## config.mk

```make
export PLATFORM = sky130hd
export DESIGN_NAME = lsc_controller
export DESIGN_NICKNAME = d
export VERILOG_FILES = /design/src/hw/rtl/lsc_pkg.sv /design/src/hw/rtl/lsc_controller.sv
export VERILOG_INCLUDE_DIRS = /design/src /design/src/hw/rtl
export SDC_FILE = /design/constraint.sdc
export NUM_CORES = 1
export LEC_CHECK = 0
export BUFFER_PORTS_ARGS = -buffer_cell sky130_fd_sc_hd__clkbuf_2
export CAP_MARGIN = 20
export CORE_MARGIN = 5
export CORE_UTILIZATION = 44
export DETAILED_ROUTE_END_ITERATION = 12
export PLACE_DENSITY = 0.74
export SYNTH_ARGS = -nofsm -noshare
export SYNTH_HDL_FRONTEND = slang
export SYNTH_SLANG_ARGS = --single-unit
```

## constraint.sdc

```tcl
create_clock -name i_clk -period 2.2 [get_ports i_clk]
set_input_delay 0 -clock i_clk [delete_from_list [all_inputs] [get_ports i_clk]]
set_output_delay 0 -clock i_clk [all_outputs]
set_load 0.005 [all_outputs]
```

## src/hw/rtl/lzw_stream_compressor_top_defines.svh

```systemverilog
// Assertion macros shared by the LZW stream compressor RTL.
`ifndef LZW_STREAM_COMPRESSOR_TOP_DEFINES_SVH
`define LZW_STREAM_COMPRESSOR_TOP_DEFINES_SVH
`ifndef SYNTHESIS
`define LSC_ASSERT_IMP(lbl, clk, rstn, ante, cons) \
    lbl: assert property (@(posedge clk) disable iff (!(rstn)) (ante) |-> (cons)) \
        else $error("lsc assertion failed: same-cycle implication");
`define LSC_ASSERT_NEXT(lbl, clk, rstn, ante, cons) \
    lbl: assert property (@(posedge clk) disable iff (!(rstn)) (ante) |=> (cons)) \
        else $error("lsc assertion failed: next-cycle implication");
`else
`define LSC_ASSERT_IMP(lbl, clk, rstn, ante, cons)
`define LSC_ASSERT_NEXT(lbl, clk, rstn, ante, cons)
`endif
`endif

```

## src/hw/rtl/lsc_pkg.sv

```systemverilog
// Shared types and constants of the LZW stream compressor.
package lsc_pkg;

    localparam int MAX_CODE_BITS_DEF = 12;
    localparam int SYM_W             = 8;
    localparam int CODE_VALUE_W      = 12;
    localparam int CODE_WIDTH_W      = 4;
    localparam int WREG_W            = 5;
    localparam int ROOTS_7           = 128;
    localparam int ROOTS_8           = 256;
    localparam int ROOT_BITS_7       = 7;
    localparam int ROOT_BITS_8       = 8;

    typedef enum logic [12:0] {
        S_CLEAR   = 13'h0001,
        S_IDLE    = 13'h0002,
        S_DECIDE  = 13'h0004,
        S_ERR     = 13'h0008,
        S_SCAN    = 13'h0010,
        S_UNL_E   = 13'h0020,
        S_UNL_H   = 13'h0040,
        S_UNL_W   = 13'h0080,
        S_WALK_HD = 13'h0100,
        S_WALK_H2 = 13'h0200,
        S_WALK_CK = 13'h0400,
        S_MISS    = 13'h0800,
        S_LAST    = 13'h1000
    } t_state;

    typedef struct packed {
        logic accept;
        logic restart;
        logic clear;
        logic set_first;
        logic adv;
        logic scan_next;
        logic scan_take;
        logic unl_p;
        logic unl_head_wr;
        logic unl_t;
        logic unl_t_next;
        logic unl_sib_wr;
        logic walk_hd;
        logic walk_start;
        logic walk_next;
        logic hit;
        logic miss;
        logic push_err;
        logic push_flush;
    } t_cmd;

    typedef struct packed {
        logic can_push;
        logic bad_sym;
        logic pv;
        logic last;
        logic consumed;
        logic at_max;
        logic clr_done;
        logic scan_hit;
        logic head_is_s;
        logic t_zero;
        logic sym_match;
        logic sib_is_s;
    } t_sts;

endpackage

```

## src/hw/rtl/lsc_controller.sv

```systemverilog
// Sequencing state machine of the LZW stream compressor.
`include "lzw_stream_compressor_top_defines.svh"
module lsc_controller (
    input  logic          i_clk,
    input  logic          i_rst_n,
    input  logic          i_cfg_we,
    input  logic          i_s_valid,
    output logic          o_s_ready,
    input  lsc_pkg::t_sts i_sts,
    output lsc_pkg::t_cmd o_cmd
);
    import lsc_pkg::*;

    t_state r_state;
    t_state n_state;
    t_cmd   cmd;

    always_ff @(posedge i_clk) begin
        if (!i_rst_n) begin
            r_state <= S_CLEAR;
        end else begin
            r_state <= n_state;
        end
    end

    always_comb begin
        n_state   = r_state;
        cmd       = '0;
        o_s_ready = 1'b0;
        case (r_state)
            S_CLEAR: begin
                cmd.clear = 1'b1;
                if (i_sts.clr_done) begin
                    n_state = S_IDLE;
                end
            end
            S_IDLE: begin
                o_s_ready = 1'b1;
                if (i_s_valid) begin
                    cmd.accept = 1'b1;
                    n_state    = S_DECIDE;
                end
            end
            S_DECIDE: begin
                if (i_sts.bad_sym) begin
                    n_state = S_ERR;
                end else if (!i_sts.pv) begin
                    cmd.set_first = 1'b1;
                    n_state       = S_LAST;
                end else if (i_sts.consumed) begin
                    cmd.adv = 1'b1;
                    if (i_sts.at_max) begin
                        cmd.scan_next = 1'b1;
                        n_state       = S_SCAN;
                    end else begin
                        n_state = S_WALK_HD;
                    end
                end else begin
                    n_state = S_WALK_HD;
                end
            end
            S_SCAN: begin
                if (i_sts.scan_hit) begin
                    cmd.scan_take = 1'b1;
                    n_state       = S_UNL_E;
                end else begin
                    cmd.scan_next = 1'b1;
                end
            end
            S_UNL_E: begin
                cmd.unl_p = 1'b1;
                n_state   = S_UNL_H;
            end
            S_UNL_H: begin
                if (i_sts.head_is_s) begin
                    cmd.unl_head_wr = 1'b1;
                    n_state         = S_WALK_HD;
                end else begin
                    cmd.unl_t = 1'b1;
                    n_state   = S_UNL_W;
                end
            end
            S_UNL_W: begin
                if (i_sts.t_zero) begin
                    n_state = S_WALK_HD;
                end else if (i_sts.sib_is_s) begin
                    cmd.unl_sib_wr = 1'b1;
                    n_state        = S_WALK_HD;
                end else begin
                    cmd.unl_t_next = 1'b1;
                end
            end
            S_WALK_HD: begin
                cmd.walk_hd = 1'b1;
                n_state     = S_WALK_H2;
            end
            S_WALK_H2: begin
                cmd.walk_start = 1'b1;
                n_state        = S_WALK_CK;
            end
            S_WALK_CK: begin
                if (i_sts.t_zero) begin
                    n_state = S_MISS;
                end else if (i_sts.sym_match) begin
                    cmd.hit = 1'b1;
                    n_state = S_LAST;
                end else begin
                    cmd.walk_next = 1'b1;
                end
            end
            S_MISS: begin
                if (i_sts.can_push) begin
                    cmd.miss = 1'b1;
                    n_state  = S_LAST;
                end
            end
            S_ERR: begin
                if (i_sts.can_push) begin
                    cmd.push_err = 1'b1;
                    n_state      = S_LAST;
                end
            end
            S_LAST: begin
                // end of stream: flush the held prefix, then restart the dictionary
                if (!i_sts.last) begin
                    n_state = S_IDLE;
                end else if (!i_sts.pv) begin
                    cmd.restart = 1'b1;
                    n_state     = S_CLEAR;
                end else if (i_sts.can_push) begin
                    cmd.push_flush = 1'b1;
                    cmd.restart    = 1'b1;
                    n_state        = S_CLEAR;
                end
            end
            default: begin
                n_state = S_CLEAR;
            end
        endcase
        if (i_cfg_we) begin
            cmd         = '0;
            cmd.restart = 1'b1;
            n_state     = S_CLEAR;
        end
    end

    assign o_cmd = cmd;

    `LSC_ASSERT_NEXT(a_accept_decides, i_clk, i_rst_n, i_s_valid && o_s_ready && !i_cfg_we, r_state == S_DECIDE)
    `LSC_ASSERT_IMP(a_push_has_room, i_clk, i_rst_n, cmd.miss || cmd.push_err || cmd.push_flush, i_sts.can_push)
    `LSC_ASSERT_NEXT(a_restart_clears, i_clk, i_rst_n, cmd.restart, r_state == S_CLEAR)

endmodule

```

After elaboration in Yosys (flattened, before gate mapping)
Index checks and enable logic that the tools add are counted.
{"block": "op_classes", "n_mux": 55, "bitwise": 1, "n_reduce_logical": 3, "eq_ne": 20}
{"op": "13-bit 2-to-1 mux", "n": 13}
{"op": "13-bit case mux with 12 select lines", "n": 1}
{"op": "1-bit 2-to-1 mux", "n": 27}
{"op": "9-bit 2-to-1 mux", "n": 3}
{"op": "19-bit 2-to-1 mux", "n": 1}
{"op": "2-bit 2-to-1 mux", "n": 8}
{"op": "13-bit by 1-bit == test with 1-bit output (second input constant)", "n": 1}
{"op": "13-bit by 10-bit == test with 1-bit output (second input constant)", "n": 1}
{"op": "13-bit by 11-bit == test with 1-bit output (second input constant)", "n": 1}
{"op": "13-bit by 12-bit == test with 1-bit output (second input constant)", "n": 1}
{"op": "13-bit == test (second input constant)", "n": 1}
{"op": "13-bit by 2-bit == test with 1-bit output (second input constant)", "n": 1}
{"op": "13-bit by 3-bit == test with 1-bit output (second input constant)", "n": 1}
{"op": "13-bit by 4-bit == test with 1-bit output (second input constant)", "n": 1}
{"op": "13-bit by 5-bit == test with 1-bit output (second input constant)", "n": 1}
{"op": "13-bit by 6-bit == test with 1-bit output (second input constant)", "n": 1}
{"op": "13-bit by 7-bit == test with 1-bit output (second input constant)", "n": 1}
{"op": "13-bit by 8-bit == test with 1-bit output (second input constant)", "n": 1}
{"op": "13-bit by 9-bit == test with 1-bit output (second input constant)", "n": 1}
{"op": "7-bit AND reduction", "n": 1}
{"op": "2-bit inequality test (second input constant)", "n": 3}
{"op": "3-bit inequality test (second input constant)", "n": 2}
{"op": "4-bit inequality test (second input constant)", "n": 1}
{"op": "2-bit OR reduction", "n": 2}
{"op": "4 further kinds", "n": 4}
{"block": "totals", "inputBits": 16, "reg_bits": 13, "wordCells": 80, "out_inout_bits": 20}

Logic depth before layout (Yosys ltp)
{"block": "depth", "word_depth": 6, "ltp_mapped": 7, "mapped_depth_nobuf": 6}

Least setup slack after synthesis
OpenSTA, ideal clock, no wires.
{"block": "synth_timing", "path_kind": "register to register", "from": "reg r_state[4]", "to": "reg r_state[12]", "n_path_buf": 1, "period_less_slack_ns": 2.431, "t_arrival_ns": 2.306, "required_ns": 2.075, "path_slack_ns": -0.231, "stages_incl_launch_ff": 8, "setup_time_ns": 0.125, "cell_sequence": "dfxtp_1 or4_1 buf_2 or4_1 or3b_4 o2111ai_4 mux2i_1 nor2_1"}
{"block": "synth_via", "elab_chain_cells": 4, "elab_cells_between_ends": 23, "classes_between": "20 x eq/ne; 1 x mux; 2 x reduce/logical"}
{"item": "from (decl)", "line_no": "lsc_controller.sv:14", "source": "t_state r_state;"}
{"item": "from (signal assigned)", "line_no": "lsc_controller.sv:22", "source": "r_state <= n_state;"}
{"item": "13-bit by 4-bit == test with 1-bit output or 13-bit by 12-bit == test with 1-bit output (tied branches)", "line_no": "lsc_controller.sv:30", "source": "case (r_state)"}
{"item": "2-bit OR reduction (no line)"}
{"item": "2-bit by 1-bit inequality test with 1-bit output (no line)"}
{"item": "7-bit AND reduction (no line)"}
Parallel ways exist; a longest one is shown, timed or not.
A chain may end at the register's enable or synchronous reset.

==> flow_metrics.tcl <==
set metrics [dict create \
    grt_pass1_wl_um 5680 \
    synth_top_area_cell "dfxtp_1" \
    place_area_mm2 0.00135 \
    synth.most_common_cell "nor2_1" \
    top_layer "met4" \
    largest-register "r_state" \
    hp-class "in -> reg" \
    setup_tns_ns -2.25 \
    rows 17 \
    core_mm2 0.00223 \
    async_flop_share_pct 0 \
    post-route-period-util_pct 110 \
    powerDensity_mw_per_mm2 335 \
    stdcell_count 226 \
    synth_flop_cell "dfxtp_1" \
    synthXorXnorAreaFrac_pct 2.51 \
    viasPerCell 6.11 \
    path_class "reg -> out" \
    finalMaxSlewViolations 0 \
    drive_gt1_share_pct 41.4 \
    ff_latch_area_um2 262 \
    multiInputGateArea_um2 787 \
    cts_made_buffers 3 \
    ioPinCount 36 \
    drtIter0Drc 46 \
    fin_ws_ns -0.213 \
    overflow 0 \
    ir_drop_mv 0.253 \
    cp.required_ns 2.20 \
    gp_congestion 0.974 \
    drt_first_pass_iters 4 \
    clk_transition_reported_paths_ns 0.09 \
    largestRegisters "r_state: 13 flops" \
    met1_length_um 1450 \
    nNetsFinal 215 \
    rsz0062_at_grt "true" \
    area_delta_synth_final_pct 43.9 \
    slew-limit-headroom_pct 68.0 \
    yosysUniqueCellTypes 40 \
    p_leak_nw 0.632 \
    design_area_mm2 0.00151 \
    hpwl_um 2710 \
    synthCells 143 \
    syn_nets 159 \
    synth_top_family_by_area "simple AND/OR/NAND/NOR gates" \
    ys_ff_latch 13 \
    syn_avg_cell_area_um2 7.31 \
    vias 1381 \
    clk-insertion-delay-late_ns 0.28 \
    fmax_mhz 414 \
    ys_seq_area_share_pct 24.9 \
    synth.top_cell.area_share_pct 24.9 \
    arrival_ns 2.41 \
    grt_start_max_net_pins 16 \
    antenna_found_initial 0 \
    ys_top_cells_by_area "dfxtp_1 (25%), nor2_1 (9.0%), nor4_1 (5.4%), nor3_1 (4.3%), nand2b_1 (4.2%)" \
    startpoint_type "flop" \
    cts_tree "yes" \
    synth_fa_ha_area_share_pct 0 \
    clock_skew_ns 0.00832 \
    finalHoldViolations 0 \
    end_kind "primary output" \
    ys_top_cells_by_count "nor2_1 (25), dfxtp_1 (13), nor3_1 (9), nor4_1 (9), clkbuf_1 (8)" \
    ctsRootBufferMaster "clkbuf_4" \
    netlist_area_mm2 0.00105 \
    dp_cells 214 \
    largest_reg_flops 13 \
    violations "setup timing" \
    grt_usage_pct 21.0 \
    wl_per_cell_um 16.0 \
    dr_wl_met3_um 325 \
    wl_um 3620 \
    die_w_um 58.8 \
    power_mw 0.504 \
    met2_length_um 1760 \
    min_period_ns 2.41 \
    maxCapViolCount 0 \
    setup_viol_count_final 16 \
    synth_compound_area_share_pct 19.0 \
    route.detailed.drc 0 \
    die_y_um 58.8 \
    synthMuxAreaShare_pct 1.91 \
    synthSimpleGateAreaFrac_pct 46.5 \
    grt_pass1_vias 1289 \
    fin_util_pct 67.4 \
    postRouteAntennaNets 0 \
    clock-sinks 13 \
    status "complete, but fails checks" \
    cts_buffer_depth 2 \
    synth_edf_count 0 \
    tightest_slew_ns 0.476 \
    die-area_mm2 0.00345 \
    initial_utilization_pct 46.8 \
    nFillCells 200 \
    port-buffer-count 35 \
    worstPathMaxFanout 2 \
    antenna_cells 0 \
    h-tree-depth 1 \
    yosysWarningCount 0 \
]
power breakdown:
part	switching [mW]	internal [mW]	total, mW
Combinational	0.0554	0.0481	0.103
Sequential	0.00755	0.238	0.245
Clock	0.0844	0.0704	0.155
per-layer routing:
metal  up-vias  track usage, %
li1        652               -
met1       645            24.8
met2        72            36.4
met3        12            4.82
met4         0            8.09
met5         -               0
cell type report:
type / count / area share, %
multi-input combinational: 116 / 52.3
timing repair buffer: 60 / 25.0
sequential: 13 / 17.4
tap: 28 / 2.33
clock buffer: 4 / 1.75
inverter: 5 / 1.25
final timing paths:
path	from	slack, ns	cells after the start	to
worst min-delay path	i_sts[10]	0.06	3	r_state[3]$_SDFFE_PP0P_
worst min register to register	r_state[4]$_SDFFE_PP0P_	0.56	2	r_state[7]$_SDFFE_PP0P_
worst max-delay path	r_state[7]$_SDFFE_PP0P_	-0.21	8	o_cmd[13]
worst max register to register	r_state[7]$_SDFFE_PP0P_	-0.18	6	r_state[1]$_SDFFE_PP0P_
worst max-delay path: stages (launching register included):
cell and delay (ns):
dfxtp_1 0.31, or4_4 0.53, buf_6 0.14, nor4_4 0.14, nand3_2 0.14, or3b_4 0.42
o22a_1 0.23, nor2_1 0.09, buf_2 0.12
cell families after synthesis:
| kind of cell | count (synthesis) |
|---|---|
| buffers and inverters | 14 |
| muxes | 2 |
| and+or+nand+nor | 85 |
| AOI/OAI and AO/OA | 26 |
| xor gates and xnor gates | 3 |
| DFF | 13 |
timing repair:
action                                  in CTS  in global routing
hold buffers                                 1                  0
resized for setup                            9                  9
cloned                                       0                  0
endpoints found under the hold margin        1                  0
pin swaps                                    5                  5
buffers inserted                             5                  2
endpoints found under the setup margin      15                 23
metrics by stage:
stage / worst slack [ns] / hold WS [ns]
after floorplan: -0.231 / 0.0311
after global placement: -0.116 / 0.235
after detailed placement: -0.170 / 0.245
after CTS: -0.192 / 0.0446
after global routing: -0.316 / 0.0843
final: -0.213 / 0.0563
layout by cell type (no fill, tap or decap), types with 2 or more instances in the layout:
| cell type | instances |
|---|---|
| dfxtp_1 | 12 |
| nand2_1 | 6 |
| nor3_1 | 8 |
| a22oi_1 | 2 |
| or4_1 | 3 |
| nor4_1 | 7 |
| or3_1 | 2 |
| or4b_2 | 3 |
| nor2b_1 | 2 |
| clkbuf_4 | 3 |
| mux2i_1 | 2 |
| buf_2 | 3 |
| and4_1 | 2 |
| buf_6 | 3 |
| nor2_1 | 23 |
| buf_4 | 21 |
| nand4b_1 | 3 |
| inv_1 | 5 |
| o21a_1 | 2 |
| a31oi_1 | 2 |
| clkbuf_2 | 32 |
| nand2b_1 | 7 |
| a2111oi_0 | 2 |
| or3b_4 | 2 |
| or3b_2 | 2 |
| o21ai_0 | 6 |
| xnor2_1 | 2 |
| a21oi_1 | 4 |
Power figures use the tool's default switching activity.
